[config.mk]
export PLATFORM = sky130hd
export DESIGN_NAME = omp_cmd_queue
export DESIGN_NICKNAME = d
export VERILOG_FILES = /design/src/rtl/omp_pkg.sv /design/src/rtl/omp_cmd_queue.sv
export SDC_FILE = /design/constraint.sdc
export NUM_CORES = 1
export LEC_CHECK = 0
export BUFFER_PORTS_ARGS = -buffer_cell sky130_fd_sc_hd__buf_2
export CORE_MARGIN = 1.5
export CORE_UTILIZATION = 40
export CTS_BUF_LIST = sky130_fd_sc_hd__clkbuf_8
export CTS_CLUSTER_SIZE = 8
export DETAILED_ROUTE_END_ITERATION = 8
export PLACE_DENSITY_LB_ADDON = 0.12
export SLEW_MARGIN = 20
export SYNTH_ARGS = -nofsm -noshare
export SYNTH_HDL_FRONTEND = slang
export SYNTH_SLANG_ARGS = --single-unit
[constraint.sdc]
create_clock -name clk -period 16.6 [get_ports clk]
set_input_delay 1.66 -clock clk [delete_from_list [all_inputs] [get_ports clk]]
set_output_delay 1.66 -clock clk [all_outputs]
set_load 0.01 [all_outputs]
[src/rtl/omp_pkg.sv]
// Shared types and codes for the owned message port mailbox.
`timescale 1ns / 1ps
package omp_pkg;
  localparam logic [2:0] OP_CREATE     = 3'd0;
  localparam logic [2:0] OP_CREATE_ANY = 3'd1;
  localparam logic [2:0] OP_SEND       = 3'd2;
  localparam logic [2:0] OP_RECV       = 3'd3;
  localparam logic [2:0] OP_NOTIFY     = 3'd4;
  localparam logic [2:0] OP_RELEASE    = 3'd5;

  localparam logic [1:0] ST_OK     = 2'd0;
  localparam logic [1:0] ST_REJECT = 2'd1;
  localparam logic [1:0] ST_FULL   = 2'd2;
  localparam logic [1:0] ST_EMPTY  = 2'd3;

  typedef struct packed {
    logic [2:0]  command;
    logic        port_ok;
    logic [5:0]  port;
    logic [15:0] pid;
    logic [15:0] msg_from;
    logic [31:0] msg_type;
    logic [7:0]  msg_len;
    logic [63:0] msg_payload;
  } cmd_t;

  typedef struct packed {
    logic clearing;
    logic rd_wait;
  } bk_stat_t;
endpackage

[src/rtl/omp_cmd_queue.sv]
// Two-entry command queue between front end and execution unit.
`timescale 1ns / 1ps
module omp_cmd_queue (
  input  logic          clk,
  input  logic          rst_n,
  input  logic          push,
  input  omp_pkg::cmd_t push_data,
  input  logic          pop,
  output logic          full,
  output logic          valid,
  output omp_pkg::cmd_t head
);
  import omp_pkg::*;

  cmd_t       ent_r [2];
  logic [1:0] cnt_r, cnt_nxt;
  logic       wp_r, wp_nxt;
  logic       rp_r, rp_nxt;

  assign full  = cnt_r == 2'd2;
  assign valid = cnt_r != 2'd0;
  assign head  = ent_r[rp_r];

  always_comb begin
    cnt_nxt = cnt_r + 2'(push) - 2'(pop);
    wp_nxt  = push ? !wp_r : wp_r;
    rp_nxt  = pop ? !rp_r : rp_r;
  end

  always_ff @(posedge clk) begin
    if (!rst_n) begin
      cnt_r <= '0;
      wp_r  <= 1'b0;
      rp_r  <= 1'b0;
    end else begin
      cnt_r <= cnt_nxt;
      wp_r  <= wp_nxt;
      rp_r  <= rp_nxt;
    end
    if (push) begin
      ent_r[wp_r] <= push_data;
    end
  end
endmodule

; After elaboration in Yosys (flattened, before gate mapping)
; Memory sizes are Yosys's and may differ from the RTL's. A register that Yosys moved wholly into a read port is not among the register bits.
; Cells that the tools add are included.
[classes]
add_sub_neg = 2
eq_ne = 1
muxes = 4
reduce_logical = 3
[op_table]
columns = op, n
row1 = 2-to-1 mux 1 bit, 4
row2 = adder 2 x 1 -> 2 bit, 1
row3 = "== test 2 bit, second input constant", 1
row4 = logical NOT 1 bit, 2
row5 = nonzero test 2 bit, 1
row6 = subtractor 2 x 1 -> 2 bit, 1
[totals]
regBits = 4
mem_bits_rw = 292
inputBits = 150
out_inout_bits = 148
elab_cells = 14
memories = 1
[mem_list]
columns = memory, words, word_bits, read_ports, rd_ports_with_merged_regs, wr, line
row1 = ent_r, 2, 146, 1, 1, 1, omp_cmd_queue.sv:15  ; cmd_t ent_r [2];

; Longest topological paths before layout
; Gate-level depths: netlist of the first run.
[depth]
depth_word = 3
ltp_mapped = 6

; Worst setup path after synthesis of the first run
; Ideal clock, no wire load.
[synth_path]
kind = in2reg
from = input port push
to = memory ent_r[0][0] in the netlist's numbering (enable)
setup_time_ps = 671
arrival_ps = 8008
required_ps = 15929
path_slack_ps = 7921
path_stages = 1
n_path_buf = 0
path_cell_list = nor2b_1
[synth_via]
elab_chain_cells = 2
[synth_rtl]
columns = element, line
row1 = "start, declared", omp_cmd_queue.sv:6  ; input logic push,
row2 = 2-to-1 mux 1 bit, omp_cmd_queue.sv:40  ; if (push) begin
row3 = 2-to-1 mux 1 bit (implied by the code), omp_cmd_queue.sv:41  ; ent_r[wp_r] <= push_data;
row4 = "end, declared", omp_cmd_queue.sv:15
; No other way between the ends.

==> summary by stage, run 1 <==
Global route
The via count of the first global-routing pass is about 6000. The first global-routing pass estimated 32400 um of wire. The largest net degree at the start of global routing is 79. The initial antenna violation count was 7. The overall global routing resource usage is 15.1%. Summed over all layers, the global routing overflow is 0.

Synth
Yosys attributes the largest share of cell area to sky130_fd_sc_hd__edfxtp_1, sky130_fd_sc_hd__mux2_2, sky130_fd_sc_hd__clkbuf_8, sky130_fd_sc_hd__dfxtp_1, sky130_fd_sc_hd__buf_6. The most used standard cell by instance count after synthesis is sky130_fd_sc_hd__edfxtp_1. For this run, the number of Yosys warnings is 0. After synthesis the cells add up to 10800 um2.

When the netlist entered floorplanning its net count stood at between 600 and 700. Sequential cells were found to cover approximately 82% of the synthesized design area. The synthesized design devotes to its leading area cell type 80.8% of total area. The share of synthesized registers carrying an async set or reset is 0%. Yosys mapped the design onto 13 distinct sky130hd cell types.

The mean post-synth cell area is approximately 23 um2. The cell type with the highest aggregate area in the netlist is sky130_fd_sc_hd__edfxtp_1. The dominant register cell in the synthesized netlist is sky130_fd_sc_hd__edfxtp_1. Counting every instance in the synthesized netlist gives about 480. The register bit total from synthesis is approximately 300. Ranked by instance count, the synthesized netlist is headed by sky130_fd_sc_hd__edfxtp_1, sky130_fd_sc_hd__mux2_2, sky130_fd_sc_hd__clkbuf_8. Yosys mapped a number of flops with a built-in enable equal to approximately 300.

Die
The die outline area is 28100 um2. The width of the die is between 150 and 200 um. The standard-cell row count is 60.

298 I/O pins were placed. For this configuration, the core starts out at a cell density of roughly two fifths. The die is 168 um tall. The core region is about 27000 um2.

Worst setup path
The required time at the endpoint of the critical path is 14.94 ns. Setup slack on the worst reg-to-reg path comes out at approximately 15 ns. On the worst path, the slowest cell contributes a delay of between 0.9 and 1 ns.

The launching element type of the critical path is a flip-flop. In this run the critical register-to-register path is captured at ent_r[1][86]. The critical path data arrival time is around 3.1 ns. The worst setup path is captured at a primary output. The startpoint identified for the worst register-to-register timing path is wp_r. The worst register-to-register path has a depth of 2. The largest individual stage delay along the critical path comes from the cell sky130_fd_sc_hd__dfxtp_4. The critical path start-end classification is reg2out.

The top fanout value on the critical path is ~80. Traced cell by cell, the critical path runs through buf_4 -> mux2_2 -> buf_2.

Clock tree
The clock network latency to the later pin of the worst-skew pair is roughly 0.54 ns. The total number of H-tree levels is 2. Clock-pin slew was measured on the worst setup and hold paths at about 0.06 ns. The number of setup buffers added after CTS is 0. The CTS tree is yes.

The clock drives 297 sinks. The clock passes through at most 3 buffers. The cell at the root of the clock tree is sky130_fd_sc_hd__clkbuf_8. Counting the buffers created by CTS gives 50.

The number of hold buffers added after cts is 0. The post-cts resize count is 0.

STA
Setup repair after global routing left no endpoint under its margin. The largest clock skew in the final design is 0.00944 ns. The final period utilization is roughly 29%. The count of final max-slew check failures is 0. After routing, the total negative slack on setup checks comes to 0 ns.

Subtracting the final worst setup slack from the clock period gives ~4.8 ns. For the pin with the worst max-slew slack, the measured transition is between 1 and 1.5 ns. The worst-case headroom to the max-slew limit is 28.9%.

Static timing analysis puts the maximum clock frequency at 0.209 GHz. The final setup violation count is 0. The final number of hold-violating endpoints is 0.

The worst setup slack after layout is 11.81 ns.

Routing
The wire length on met1 is 8760 um. In the final routed layout, each cell accounts on average for between 15 and 20 um. After detailed routing, no signal wire sits above met5. After detailed routing, the met2 layer carries approximately 11000 um of wire. The remaining design rule violation count is 0. The met3 wirelength from detailed routing is 1910 um. The first routing iteration left 278 violations. The first TritonRoute pass finished after 4 iterations.

The ratio of routed vias to standard cells is between 4 and 5. The final wirelength is about 22000 um. The detail route stage leaves a number of antenna-violating nets equal to 0.

The routed layout has around 5600 vias.

Worst hold path
The startpoint identified for the worst hold timing path is rp_r. In this run the worst hold path is classified as reg2reg. Along the worst hold path, the cell count comes to 2.

Placed design
The port buffer count is between 200 and 300. Detailed placement finished with a half-perimeter wire length of approximately 14000 um. At the end of routability-driven placement, the weighted congestion stood at about 0.75. Timing analysis after detailed placement gives a worst setup slack of approximately 12 ns.

Final layout
Relative to the synthesized area, the layout overhead comes to 24.9%. At the end of the flow, the number of nets in the layout was around 970. The ratio of cells with drive above 1 in the final layout is 59.7%. After filler insertion, the fill cell instance count of the layout stands at approximately 2300. The fraction of the core area covered by cells at the end of the flow is between 50% and 60%.

Power
Dividing total power by cell area gives a power density of 120 nW/um2. The leakage power summed over all cells is approximately 0.0051 uW. IR analysis of the VDD net gives a maximum drop of 0.0658 mV.

Status
The flow ran to the end, and the final reports show no timing, DRC or antenna violations.

Run
The number of max-cap violations is 0.
## report_power, final
group	internal, uW	total (uW)	switching [uW]	leakage [uW]
sequential	868	884	15.3	0.00278
clock	315	584	269	0.000528
combinational	79.7	163	82.9	0.00182
## stage by stage
step                hold slack, ns  instance area, um2  std cells  power, uW
finish                       0.581               13500       1197       1630
global route                 0.597               13500       1195       1700
floorplan                    0.555               10800        475        998
detailed placement           0.571               12600       1101       1060
CTS                          0.582               13500       1191       1660
global placement             0.560               12600       1101       1060
## worst max-delay path by stage
stage	cells past startpoint	from	slack (ns)	endpoint
global route	3	flip-flop	11.56	head[64]
global placement	3	flip-flop	12.38	head[39]
floorplan	1	push	7.92	ent_r[0][0]
finish	3	flip-flop	11.81	head[75]
CTS	3	flip-flop	11.70	head[39]
detailed placement	3	flip-flop	12.31	head[39]
## worst max-delay path: cells and delay by family, from the launching register on
kind,cells,cell delay (ns)
muxes,1,0.43
buffers and inverters,2,1.05
DFF,1,0.96
## cells by family (layout without fill, tap and decap cells)
| family | count (synthesis) | after routing | synth area share (%) |
|---|---|---|---|
| and+or+nand+nor | 9 | 9 | 0.519 |
| DFF | 297 | 297 | 81.8 |
| buffers and inverters | 18 | 394 | 1.96 |
| xor gates and xnor gates | 2 | 2 | 0.288 |
| other | 0 | 5 | 0 |
| muxes | 146 | 146 | 15.2 |
| adders and majority gates | 2 | 2 | 0.231 |
| AOI/OAI and AO/OA | 1 | 1 | 0.0692 |
## layer usage
metal	vias up	GRT usage (%)
met1	2761	18.2
met5	-	0
met4	2	6.82
met3	50	5.89
met2	225	23.9
li1	2586	-
## cells in the final DEF, fill, tap and decap left out, drive strengths merged
cell	synthesis	final
diode	0	5
and2	4	4
xnor3	1	1
clkbuf	10	51
nor2b	4	4
bufinv	0	2
clkinvlp	0	1
dfxtp	5	5
o21a	1	1
edfxtp	292	292
ha	2	2
buf	6	302
xor2	1	1
inv	2	21
mux2	146	146
clkinv	0	17
or2	1	1
## flip-flops by register name (all words and copies together) (netlist names), named ones only
signal,cells
cnt_r,2
ent_r,292
wp_r,1
rp_r,1
## layout make-up
class                      count  area, um2  share of cell area (%)
tap                          341        427                    3.15
clock inverter                39        205                    1.52
multi-input combinational    160       1770                    13.1
antenna                        5       12.5                  0.0924
clock buffer                  51        702                    5.18
timing repair buffer         302       1540                    11.4
sequential                   297       8870                    65.5
inverter                       2       7.51                  0.0554
No activity file was read; power rests on OpenSTA's default activity.
==> run 2, diff against run 1 <==
==> constraint.sdc (replaced) <==
create_clock -name clk -period 5 [get_ports clk]
set_input_delay 0.5 -clock clk [delete_from_list [all_inputs] [get_ports clk]]
set_output_delay 0.5 -clock clk [all_outputs]
set_load 0.01 [all_outputs]
==> run 2 against run 1 <==
Effect of this change:
- first-iteration DRC count increased by 22%
- power increased to 3.3 times the previous value
- final cell count decreased by 0.75%
- via count decreased by 0.89%
- worst setup slack got worse by 9.5 ns
- clock-buffer cell count increased by 2
- largest cell class unchanged
- clock power increased to 3.4 times the previous value
==> summary by stage, run 2 (synthesized netlist as in run 1, its figures left out) <==
Power
The power density over cell area is 401 nW/um2 (+230%). The leakage power summed over all cells is 0.00513 uW (-0.12%). The worst IR drop on VDD was 0.247 mV (+270%).

STA
The count of final max-slew check failures is 0 (unchanged). The largest clock skew in the final design is 0.0131 ns (+0.00368 ns). Setup repair after global routing left no endpoint under its margin. The final number of hold-violating endpoints is 0 (unchanged). The measured slew at the worst slew-check pin is 0.865 ns (-0.201 ns). The final period utilization is 53.1%. The final period demand of the worst path is around 2.7 ns. The upper clock frequency limit is roughly 0.38 GHz. The worst-case headroom to the max-slew limit is 42.2% (+13 points). The final total negative setup slack came to 0 ns (unchanged). The final setup violation count is 0 (unchanged).

Final layout
Counting flops per register, the top entry is ent_r. The final-layout fill cell count is 2255 (-0.31%). The layout overhead on the synthesized area is 25.1%. The largest registers in the layout are ent_r: 292 flops, cnt_r: 2 flops. The number of flip-flops in the largest register is 292 (unchanged). The ratio of cells with drive above 1 in the final layout is 60.3% (+0.57 points). Leaving out fill and tap cells, the most frequent cells in the layout are sky130_fd_sc_hd__buf_2, sky130_fd_sc_hd__edfxtp_1, sky130_fd_sc_hd__mux2_2. The post-route standard cell area excluding fillers came to 13600 um2 (+0.15%). The commonest non-fill, non-tap cell in the layout is sky130_fd_sc_hd__buf_2. The final net count is 966 (+0.10%).

Die
The width of the die was 168 um (unchanged). The die outline height is 168 um (unchanged). The die outline area was 28100 um2 (unchanged).

The core footprint is 26800 um2 (unchanged). The initial cell density of the core was 40.5% (unchanged). The count of pins on the block boundary is 298 (unchanged).

The standard-cell row count is 60 (unchanged).

Run
The number of max-cap violations was 0 (unchanged).

Worst setup path
The top fanout value on the critical path is 66 (-15%). The worst register-to-register path begins at wp_r. The largest incremental delay on the critical path is 0.63 ns (-0.33 ns). The critical path data arrival time was 2.15 ns (-0.98 ns). The internal reg-to-reg setup slack is 2.91 ns (-11.60 ns). The required time at the endpoint of the critical path is 4.50 ns (-10.44 ns). The critical path start-end classification is reg2out.

The cell family contributing the most delay on the critical path is flip-flops. The category of the worst setup path capture point is a primary output. The worst flop-to-flop path endpoint is ent_r[1][107].

The slowest cell on the critical path is sky130_fd_sc_hd__dfxtp_4. The launching element type of the critical path is a flip-flop. The cell depth of the worst flop-to-flop path is 2 (unchanged). The critical path buffer and inverter count is 2 (unchanged). Traced cell by cell, the critical path runs through buf_12 -> mux2_2 -> buf_2. The instance count on the critical path is 3 (unchanged).

Clock tree
The number of buffers inserted during clock tree synthesis came to 51 (+2.0%). The total number of H-tree levels is 2 (unchanged). The post-cts resize count was 0 (unchanged). The count of clock tree sinks came to 297 (unchanged). TritonCTS built the clock tree. The number of hold buffers added after cts was 0 (unchanged). The cell at the root of the clock tree is sky130_fd_sc_hd__clkbuf_8. The clock network latency to the later pin of the worst-skew pair is 0.54 ns (about the same). The number of setup buffers added after CTS is 0 (unchanged). The clock tree buffer depth is 3 (unchanged).

The clock transition at the register clock pins on the worst setup and hold paths after CTS is 0.06 ns (about the same).

Routing
The final wirelength came to 21700 um (-0.78%). The remaining design rule violation count is 0 (unchanged). The number of nets with antenna violations after detailed routing was 0 (unchanged). The ratio of routed vias to standard cells is 4.69 (-0.14%).

The number of DRC markers after the initial detailed-route iteration is 340 (+22%). The routed length per placed instance came to 18.2 um (about the same). The number of optimization iterations in the first detailed-route pass was 4 (unchanged).

The total number of vias came to 5574 (-0.89%).

Global route
The via count of the first global-routing pass is 5962 (-1.2%). The largest net degree at the start of global routing came to 92 (+16%). The initial antenna violation count is 4 (-3). The aggregate global routing overflow is 0 (unchanged). The overall global routing resource usage is 14.9% (-0.11 points). The global-route wire length before repair was 31900 um (-1.3%).

Worst hold path
The launch point of the worst hold path is push_data[97]. The tightest min-delay check is of the in2reg type. The hold path depth is 1 (-1).

The endpoint with the worst hold slack is ent_r[0][97].

Placed design
The final weighted congestion in routability-driven placement was 0.750 (+0.29%). The port buffer count is 297 (unchanged). The detailed-placement wirelength estimate is 13700 um (-2.4%). The post-placement cell area is 12600 um2 (+0.30%).

Status
The flow ran to the end, and the final reports show no timing, DRC or antenna violations.
==> run 2: cell count changes in the layout (fill, tap and decap cells not counted), sizes merged <==
cell and change:
clkinv -5, inv -4, diode -1, clkbuf +2, clkinvlp -1
==> run 2: routing by layer <==
layer / routed length, um / GRT usage [%]
met5: 0 / 0
met4: 603 / 5.99
met3: 1800 / 5.25
met2: 10700 / 25.0
met1: 8510 / 17.6
==> run 2: layout make-up <==
cell class / count / area (um2) / share of cell area (%)
flip-flops and latches: 297 / 8870 / 65.4
multi-input cells: 160 / 1770 / 13.1
repair buffers: 302 / 1580 / 11.7
clock buffers: 53 / 729 / 5.38
well taps: 341 / 427 / 3.15
clock inverters: 29 / 163 / 1.20
diodes: 4 / 10.0 / 0.0738
inverters: 2 / 7.51 / 0.0553
==> run 2: metrics by stage <==
stage / hold slack (ns) / cells / setup slack [ns] / util (%) / power [uW]
final: 0.134 / 1188 / 2.35 / 50.6 / 5440
after global routing: 0.0988 / 1185 / 2.22 / 50.6 / 5660
after CTS: 0.0952 / 1183 / 1.72 / 50.5 / 5520
after detailed placement: 0.561 / 1101 / 2.33 / 47.1 / 3540
after global placement: 0.557 / 1101 / 2.36 / 47.1 / 3520
after floorplan: 0.555 / 475 / 0.238 / - / 3310
==> run 2: where the power goes <==
group          internal (uW)  leakage (uW)  switching, uW  total (uW)
Combinational            270       0.00183            288         558
Sequential              2880       0.00278           38.7        2920
Clock                   1060      0.000510            894        1960
==> run 2: how the worst max path moves through the flow <==
stage / start / end / slack [ns]
2_1_floorplan: push / ent_r[0][0] / 0.24
3_3_place_gp: flip-flop / head[73] / 2.36
3_5_place_dp: flip-flop / head[73] / 2.33
4_1_cts: flip-flop / head[73] / 1.72
5_1_grt: flip-flop / head[73] / 2.22
6_report: flip-flop / head[82] / 2.35
